===== src/sv/rer_pkg.sv =====
// Package for the row echelon reducer: widths, register indexes, dimensions.
// No dependencies.
`default_nettype none
package rer_pkg;
	localparam int unsigned DATA_W = 32;
	localparam int unsigned SIGN_W = 2;
	localparam int unsigned CFG_IDX_W = 2;
	localparam int unsigned CFG_DATA_W = 16;
	localparam int unsigned DEF_MAX_ROWS = 8;
	localparam int unsigned DEF_MAX_COLS = 8;

	typedef enum logic [CFG_IDX_W-1:0] {
		REG_ROW_COUNT = 2'd0,
		REG_COL_COUNT = 2'd1,
		REG_ZERO_TOL  = 2'd2
	} cfg_reg_t;

	typedef struct packed {
		logic [DATA_W-1:0] entry_value;
	} in_item_t;

	typedef struct packed {
		logic [DATA_W-1:0] reduced_value;
		logic [SIGN_W-1:0] swap_sign;
		logic              last_entry;
	} out_item_t;
endpackage
`default_nettype wire


===== src/sv/rer_divider.sv =====
// Restoring divider, one quotient bit per cycle, signed truncating, 32-bit saturated.
// Depends on rer_pkg.
`default_nettype none
module rer_divider (
	input  wire logic                      clk,
	input  wire logic                      arst_n,
	input  wire logic                      start,
	input  wire logic signed [rer_pkg::DATA_W-1:0] numer_entry,
	input  wire logic signed [rer_pkg::DATA_W-1:0] denom,
	output logic                           done,
	output logic signed [rer_pkg::DATA_W-1:0] quot
);
	import rer_pkg::*;
	// numerator is -entry*2^16, magnitude up to 2^47
	localparam int unsigned NW = 48;
	logic [NW-1:0] rem_q, num_q;
	logic [DATA_W-1:0] den_q;
	logic [NW-1:0] q_q;
	logic [5:0] cnt_q;
	logic busy_q, neg_q;
	logic [NW:0] trial;
	logic [NW-1:0] shifted;

	assign shifted = {rem_q[NW-2:0], num_q[NW-1]};
	assign trial = {1'b0, shifted} - {{(NW+1-DATA_W){1'b0}}, den_q};

	always_ff @(posedge clk or negedge arst_n) begin
		if (!arst_n) begin
			busy_q <= 1'b0;
			done <= 1'b0;
			cnt_q <= '0;
		end else begin
			done <= 1'b0;
			if (start) begin
				logic signed [NW-1:0] n;
				n = -($signed({{(NW-DATA_W){numer_entry[DATA_W-1]}}, numer_entry}) <<< 16);
				num_q <= n[NW-1] ? -n : n;
				den_q <= denom[DATA_W-1] ? -denom : denom;
				// numerator sign is the opposite of the entry sign
				neg_q <= ~numer_entry[DATA_W-1] ^ denom[DATA_W-1];
				rem_q <= '0;
				q_q <= '0;
				cnt_q <= 6'(NW);
				busy_q <= 1'b1;
			end else if (busy_q) begin
				num_q <= num_q << 1;
				if (!trial[NW]) begin
					rem_q <= trial[NW-1:0];
					q_q <= {q_q[NW-2:0], 1'b1};
				end else begin
					rem_q <= shifted;
					q_q <= {q_q[NW-2:0], 1'b0};
				end
				cnt_q <= cnt_q - 6'd1;
				if (cnt_q == 6'd1) begin
					busy_q <= 1'b0;
					done <= 1'b1;
				end
			end
		end
	end

	// sign and saturate
	always_comb begin
		logic [NW:0] s;
		s = neg_q ? -{1'b0, q_q} : {1'b0, q_q};
		if (!neg_q && q_q > 48'h7FFF_FFFF) quot = 32'sh7FFF_FFFF;
		else if (neg_q && q_q > 48'h8000_0000) quot = 32'sh8000_0000;
		else quot = s[DATA_W-1:0];
	end
endmodule
`default_nettype wire


===== config.mk =====
export PLATFORM = sky130hd
export DESIGN_NAME = rer_divider
export DESIGN_NICKNAME = d
export VERILOG_FILES = /design/src/sv/rer_pkg.sv /design/src/sv/rer_divider.sv
export SDC_FILE = /design/constraint.sdc
export NUM_CORES = 1
export LEC_CHECK = 0
export ABC_AREA = 1
export BUFFER_PORTS_ARGS = -buffer_cell sky130_fd_sc_hd__buf_2
export CELL_PAD_IN_SITES_DETAIL_PLACEMENT = 0
export CELL_PAD_IN_SITES_GLOBAL_PLACEMENT = 1
export CORE_MARGIN = 2
export CORE_UTILIZATION = 49
export DETAILED_ROUTE_END_ITERATION = 10
export PLACE_DENSITY = 0.92
export SYNTH_ARGS = -nofsm -noshare
export SYNTH_HDL_FRONTEND = slang
export SYNTH_SLANG_ARGS = --single-unit

===== constraint.sdc =====
create_clock -name clk -period 4.7 [get_ports clk]
set_input_delay 0.235 -clock clk [delete_from_list [all_inputs] [get_ports clk]]
set_output_delay 0.235 -clock clk [all_outputs]
set_load 0.005 [all_outputs]

==> Word level (Yosys, flattened, before mapping) <==
Cells that the tools add are included.
W data, S select, Z words.
{ "classes": {"n_addsub": 6, "order_cmp": 2, "eq_ne": 1, "n_mux": 19, "bitwise": 2, "reduce_logical": 6} }
{ "op_table": {"columns": ["op", "n"], "rows": [
  ["$mux W48", 6],
  ["$mux W32", 3],
  ["$neg A48 Y48", 2],
  ["$neg A32 Y32", 2],
  ["$sub A48 B32 Y49", 1],
  ["$gt A48 B31 Y1 const B", 1],
  ["$gt A48 B32 Y1 const B", 1],
  ["$mux W31", 1],
  ["$mux W6", 2],
  ["$mux W1", 7],
  ["$eq A6 B1 Y1 const B", 1],
  ["$sub A6 B1 Y6 const B", 1],
  ["$reduce_and A2 Y1", 2],
  ["$logic_and A1 B1 Y1", 2],
  ["$reduce_bool A2 Y1", 1],
  ["$logic_not A1 Y1", 1],
  ["$not A1 Y1", 1],
  ["$xor A1 B1 Y1", 1]
]} }
{ "word_totals": {"regBits": 185, "in_bits": 67, "wordCells": 45} }

==> Logic depth before layout (Yosys ltp) <==
Gate-level depths: netlist (run 1).
{ "logic_depth": {"word_depth": 4, "ltp_mapped": 17, "depth_no_buf": 17} }

==> Worst setup path after synthesis (run 1) <==
Ideal clock, no wire load.
{ "synth_timing": {"kind": "flip-flop to flip-flop", "startpoint": "reg busy_q", "endpoint": "reg num_q[16], enable pin", "setup_time_ps": 421, "arrival_ps": 2325, "t_required_ps": 4279, "setup_slack_ps": 1954, "stages_incl_launch_ff": 5, "path_buffers": 2, "cell_sequence": "dfrtp_1 -> clkbuf_1 -> nor2_1 -> clkbuf_1 -> nor2_1"} }
{ "synth_between": {"elab_chain_cells": 2} }
{ "synth_lines": {"columns": ["element", "line", "rtl"], "rows": [
  ["start: declaration", "rer_divider.sv:20", "logic busy_q, neg_q;"],
  ["start signal: assignment", "rer_divider.sv:29", "busy_q <= 1'b0;"],
  ["start signal: assignment", "rer_divider.sv:44", "busy_q <= 1'b1;"],
  ["start signal: assignment", "rer_divider.sv:56", "busy_q <= 1'b0;"],
  ["$reduce_bool A2 Y1 (no line)", null, null],
  ["$reduce_and A2 Y1 (no line)", null, null],
  ["end signal: assignment", "rer_divider.sv:37", "num_q <= n[NW-1] ? -n : n;"],
  ["end signal: assignment", "rer_divider.sv:46", "num_q <= num_q << 1;"],
  ["end: declaration", "rer_divider.sv:16", "logic [NW-1:0] rem_q, num_q;"]
]} }
No other way between the ends.
A chain may end at the register's enable or synchronous reset.

==> Worst setup path after layout (run 1) <==
{ "layout_timing": {"startpoint": "reg q_q[43]", "endpoint": "out quot[2] (netlist name)"} }
{ "layout_between": {"elab_chain_cells": 4} }
{ "layout_lines": {"columns": ["element", "line", "rtl"], "rows": [
  ["start: declaration", "rer_divider.sv:18", "logic [NW-1:0] q_q;"],
  ["start signal: assignment", "rer_divider.sv:49", "q_q <= {q_q[NW-2:0], 1'b1};"],
  ["start signal: assignment", "rer_divider.sv:52", "q_q <= {q_q[NW-2:0], 1'b0};"],
  ["$gt A48 B32 Y1", "rer_divider.sv:68", "else if (neg_q && q_q > 48'h8000_0000) quot = 32'sh8000_0000;"],
  ["$logic_and A1 B1 Y1", "rer_divider.sv:68", null],
  ["$mux W32", "rer_divider.sv:68", null],
  ["$mux W32 (*)", "rer_divider.sv:67", "if (!neg_q && q_q > 48'h7FFF_FFFF) quot = 32'sh7FFF_FFFF;"],
  ["end: declaration", "rer_divider.sv:11", "output logic signed [rer_pkg::DATA_W-1:0] quot"]
]} }
Every way passes the cells marked *; elsewhere a longest branch is shown, timed or not.

==> run metrics, run 1 <==
Period Utilization, post-route=around 75%; floorplan die width=169 um; H-tree levels=4; slew at the pin closest to its max-slew limit=1.11 ns; Layout Nets=2063; prevailing post-synth register cell=edfxtp_1; Setup CP Type=register to output port; crit path max fanout=20; DR iter-0 viols=1135; dominant cells by area after synthesis=edfxtp_1 (36%), nand2_1 (13%), inv_1 (7.2%), nor2_1 (6.5%), nand3_1 (4.8%); # Post-CTS Setup Buffers=0; Multi-input gate area=7170 um^2; CTS buffer count=17; post-synthesis cell area=13400 um^2; post-synth top area cell=edfxtp_1; wl on met1=16200 um; setup violators final=0; CTS Hold Buffers Added=1; top sig layer=met5; Pleak=roughly 6.6 nW; Placer Congestion=0.996; Setup TNS=0 ns; vias in the first global route=11900; first-pass GRT wire length=59500 um; Post-Syn Nets=1980; Fmax=0.284 GHz; Rows=60; Post-Syn Instances=1874; skew final=0.0177 ns; area share of the largest cell type after synthesis=35.9%; Initial Util=~50%; WL/cell=16.1 um; Crit path required time=4.47 ns; Vias=approximately 13000; Remaining DRCs=0; Max clock buf depth=2; proportion of synthesized chip area in sequential cells=37.4%; Final min period=3.52 ns; beginning of the worst hold path=denom[0]; CP startpoint kind=register; met2 WL=18200 um; relative slew slack=approximately a quarter; Setup crit start=q_q[43]; Async S/R FF share, synth=4.76%; core area=26900 um^2; Post-synth EDFFs=160; DR WL met3=1950 um; Hold WC Path Type=input port to register; top cells by count, synth=nand2_1 (472), inv_1 (255), nor2_1 (233), edfxtp_1 (160), nand3_1 (127); Final Hold Fails=0; most numerous cell in the Yosys netlist=nand2_1; post-synth cell types=46; Synth Area per Inst=7.14 um^2; run status=finished, final reports clean; I/O Pins=100; pins over their slew limit=0; Worst VDD drop=229 uV; RSZ-0062 raised after global routing=no; TritonCTS clock tree=yes; antenna violations before repair=7; Sink Count=168; fillers=around 2600; die area=28600 um^2; largest net degree at the start of global routing=59; PwrDens=320 nW/um^2; final global-route overflow total=0; Yosys warning total=0; Final Power=4.74 mW; synthesized flop and latch total=168; Root Buffer=clkbuf_16; input/output buffers=99; Via density=5.44; Reg area=5000 um^2; CP Capture Type=output port; synth-to-layout area growth=10.6%; final WL=37200 um; GRT Util Overall=26.2%; R2R Path Start=rem_q[4]; die height=169 um; drt pass-1 iters=5; layout cells sized above 1=9.80%; max-cap violation count=0; clk_lat worst skew=0.45 ns; HPWL after detailed placement=28800 um; clk slew on worst S/H paths=0.07 ns; ANT nets after route=0; CP Data Arrival Time=3.29 ns; post-CTS sizing=0
-- where the power goes --
group	internal, mW	leakage (nW)	switching [mW]
Sequential	1.83	1.69	0.0900
Clock	0.726	0.287	0.703
Combinational	0.478	4.58	0.921
-- cells by family (layout without fill, tap and decap cells) --
kind of cell | after synthesis | after routing | synth area share [%]
adders and majority gates | 39 | 39 | 3.70
DFF | 168 | 168 | 37.4
buffers and inverters | 313 | 409 | 9.02
AOI/OAI and AO/OA | 306 | 306 | 12.8
and+or+nand+nor | 947 | 947 | 30.3
other | 0 | 4 | 0
xor gates and xnor gates | 101 | 101 | 6.78
-- cells in the final DEF (no fill, tap or decap), types with 4 or more instances in the layout --
cell,n
buf_4,13
o211ai_1,17
nand2_2,9
nand3_1,127
a21oi_1,74
xor2_1,67
o21bai_1,11
nor2_2,12
nand3b_1,5
inv_2,8
inv_6,5
nand4_1,36
buf_2,98
nand3_2,4
diode_2,4
o31ai_1,4
edfxtp_1,160
dfrtp_1,8
xnor2_1,31
nor2_1,230
o21ai_0,115
o22ai_1,49
nor3_1,27
nor4_1,10
nand2_1,472
o21ai_1,19
a31oi_1,5
clkbuf_16,17
inv_1,255
ha_1,38
a21o_1,6
-- routing by layer --
metal	track usage (%)	vias up
met5	0	-
met4	8.10	6
met3	4.20	55
met2	45.8	339
met1	33.3	5812
li1	-	6391
-- layout make-up --
class                           instances  area share [%]
Tap cell                              341            2.88
Inverter                              265            6.72
Multi-Input combinational cell       1393            48.5
Antenna cell                            4          0.0676
Clock buffer                           18            2.97
Clock inverter                         14            1.02
Sequential cell                       168            33.8
Timing Repair Buffer                  112            4.04
-- registers in the layout, indices dropped and copies added, names as in the netlist --
name and count:
neg_q 1, q_q 48, rem_q 47, num_q 32
done 1, den_q 32, cnt_q 6, busy_q 1
-- critical path, cell delays in order (launching register included) --
cell,delay (ns)
edfxtp_1,0.38
inv_1,0.10
nand4_1,0.14
nor4_1,0.58
nand2_1,0.17
nand2_1,0.53
inv_1,0.37
o21ai_0,0.37
inv_1,0.08
buf_2,0.13
-- path summary, 6_finish.rpt --
| kind | endpoint | slack, ns | depth (start not counted) |
|---|---|---|---|
| hold reg to reg | cnt_q[3] | 0.49 | 1 |
| min in group asynchronous | cnt_q[5] | 0.42 | 2 |
| max in group asynchronous | done | 3.75 | 2 |
| setup reg to reg | rem_q[15] | 1.32 | 12 |
| hold / removal | den_q[0] | 0.04 | 1 |
| setup / recovery | quot[2] | 1.18 | 9 |
-- per-stage QoR --
step	cell area [um^2]	hold WS [ns]	setup WS, ns	instances	utilization, %
after CTS	14800	0.0206	1.16	2311	55.0
after global placement	14200	0.352	1.46	2278	52.8
after floorplan	13400	-0.0606	1.95	1874	-
after global routing	14800	0.0121	0.912	2313	55.0
after detailed placement	14200	0.366	1.38	2278	52.8
final	14800	0.0366	1.18	2315	55.1
(Power assumes the default switching activity.)
==> run 2, diff against run 1 <==
Settings changed: CORE_UTILIZATION 49 to 45, PLACE_DENSITY 0.92 to 0.85.
Clock period 4.7 ns to 3.3 ns, I/O delays scaled along.
==> run 2 against run 1 <==
Global-route usage is 0.59 points lower. Sequential share of layout area is 0.48 points lower. Non-clock buffer count is 13 higher. Flip-flop and latch count stayed put. Clock-buffer cell count is 1 higher. Power is 44% higher. Worst hold slack worse by 0.0034 ns. Sequential power is 42% higher. Design area is 1.4% higher. Clock power is 43% higher. Clock skew is 0.0065 ns lower. First-iteration DRC count is 15% lower. Critical path type is now register to register. Critical endpoint is now rem_q[11]. Highest routed layer unchanged.
==> run metrics, run 2 (synthesis gave the netlist of run 1 again) <==
Fmax=0.322 GHz; clk slew on worst S/H paths=0.07 ns (about the same); Final Power=6.82 mW (+44%); Worst Hold Depth=2 (+1); CTS buffer count=17 (unchanged); Max clock buf depth=2 (unchanged); Hold Path End=den_q[30]; Sink Count=168 (unchanged); RSZ-0062 raised after global routing=no; run status=finished, final reports clean; die height=176 um (+4.2%); Setup CP Type=register to register; ANT nets after route=0 (unchanged); Layout Nets=2076 (+0.63%); core area=29500 um^2 (+9.7%); most frequent cells in the layout=nand2_1 (472), inv_1 (255), nor2_1 (229), edfxtp_1 (160), nand3_1 (126); reg2reg end=rem_q[11]; Most flops, register=q_q; die area=31100 um^2 (+8.7%); I/O Pins=100 (unchanged); clk_lat worst skew=0.45 ns (about the same); vias in the first global route=12200 (+2.1%); Regs by FF count=q_q x48, rem_q x47; DR iter-0 viols=969 (-15%); Rows=63 (+5.0%); Root Buffer=clkbuf_16; floorplan die width=176 um (+4.2%); Pleak=6.63 nW (+1.2%); worst r2r path cells=10 (-2); H-tree levels=4 (unchanged); Largest stage delay, worst path=0.42 ns (-0.16 ns); skew final=0.0112 ns (-0.00649 ns); Vias=12800 (+1.8%); Via density=5.40 (-0.78%); Placer Congestion=0.923 (-7.4%); crit path max fanout=14 (-30%); CP Capture Type=register; CP startpoint kind=register; final WL=39600 um (+6.2%); drt pass-1 iters=5 (unchanged); final global-route overflow total=0 (unchanged); Critical path buffers and inverters=1 (-3); PwrDens=454 nW/um^2 (+42%); Setup TNS=0 ns (unchanged); max-cap violation count=0 (unchanged); layout cells sized above 1=10.4% (+0.64 points); Crit path required time=3.49 ns (-0.98 ns); Worst VDD drop=390 uV (+70%); setup violators final=0 (unchanged); Remaining DRCs=0 (unchanged); critical-path cell with the highest stage delay=edfxtp_1; GRT Util Overall=25.6% (-0.59 points); slew at the pin closest to its max-slew limit=0.731 ns (-0.375 ns); input/output buffers=99 (unchanged); CP Data Arrival Time=3.29 ns (about the same); relative slew slack=51.3% (+25 points); Hold WC Path Type=input port to register; WL/cell=16.6 um (+3.5%); Period Utilization, post-route=about 94%; antenna violations before repair=6 (-1); Reg2Reg Setup Slack=0.20 ns (-1.12 ns); Final min period=between 3 and 4 ns; final core occ=50.9% (-4.1 points); Final Hold Fails=0 (unchanged); synth-to-layout area growth=12.2%; R2R Path Start=rem_q[6]; pins over their slew limit=0 (unchanged); most common cell after layout, fill and taps aside=nand2_1; largest net degree at the start of global routing=91 (+54%); Largest register FFs=48 (unchanged); first-pass GRT wire length=62500 um (+5.0%); beginning of the worst hold path=denom[30]; HPWL after detailed placement=31000 um (+7.6%); cell breakdown of the critical path=ha_1, a21oi_1, o21ai_0, a21oi_1, o21ai_2, nand2_1, nand3_2, nand2_1, buf_4, o211ai_1; critical path's top delay family=compound AO/OA/AOI/OAI gates; Initial Util=45.4% (-4.4 points); TritonCTS clock tree=yes
==> run 2: per-stage QoR <==
| step | hold slack, ns | cell area, um^2 | instances | setup slack, ns |
|---|---|---|---|---|
| after floorplan | -0.131 | 13400 | 1874 | 0.554 |
| after global placement | 0.386 | 14400 | 2339 | 0.392 |
| after detailed placement | 0.388 | 14400 | 2339 | 0.237 |
| after CTS | 0.00214 | 15000 | 2372 | 0.0768 |
| after global routing | 0.0151 | 15000 | 2374 | 0.00188 |
| final | 0.0332 | 15000 | 2376 | 0.199 |
==> run 2: worst register-to-register path: cells and delay by family, from the launching register on <==
family | cells | cell delay (ns)
compound gates | 5 | 0.99
fa+ha+maj | 1 | 0.37
buf+inv | 1 | 0.28
flops | 1 | 0.42
simple gates | 3 | 0.78
==> run 2: report_power, final <==
group | switching (mW) | total, mW | internal [mW]
sequential | 0.129 | 2.73 | 2.60
clock | 0.889 | 2.05 | 1.16
combinational | 1.32 | 2.03 | 0.710
total | 2.34 | 6.82 | 4.47
==> run 2: final cells by class <==
cell class	count	area [um^2]
fill	3008	14500
multi-input combinational	1393	7190
sequential	168	5000
inverter	265	995
timing repair buffer	125	736
tap	390	488
clock buffer	19	453
clock inverter	13	143
antenna	3	7.51
==> run 2: worst max path at each step <==
stage              from        end  cells after the start
2_1_floorplan    busy_q  num_q[16]                      4
3_3_place_gp   rem_q[4]  rem_q[15]                     12
3_5_place_dp   rem_q[6]  rem_q[11]                     10
4_1_cts          q_q[1]   quot[26]                     13
5_1_grt          q_q[1]   quot[28]                     10
6_report       rem_q[6]  rem_q[11]                     10
==> run 2: what timing repair did <==
| action | CTS | global route |
|---|---|---|
| hold buffers | 1 | 1 |
| resized for setup | 0 | 3 |
| buffers inserted | 0 | 0 |
| endpoints found under the setup margin | 0 | 6 |
| hold endpoints to repair | 1 | 7 |
==> run 2: per-layer routing <==
| layer | wire, um | global-route usage [%] | share of wire, % |
|---|---|---|---|
| met3 | 1890 | 4.48 | 4.8 |
| met4 | 865 | 7.37 | 2.2 |
| met5 | 41 | 0 | 0.10 |
| met2 | 19700 | 45.5 | 50 |
| met1 | 17000 | 31.8 | 43 |
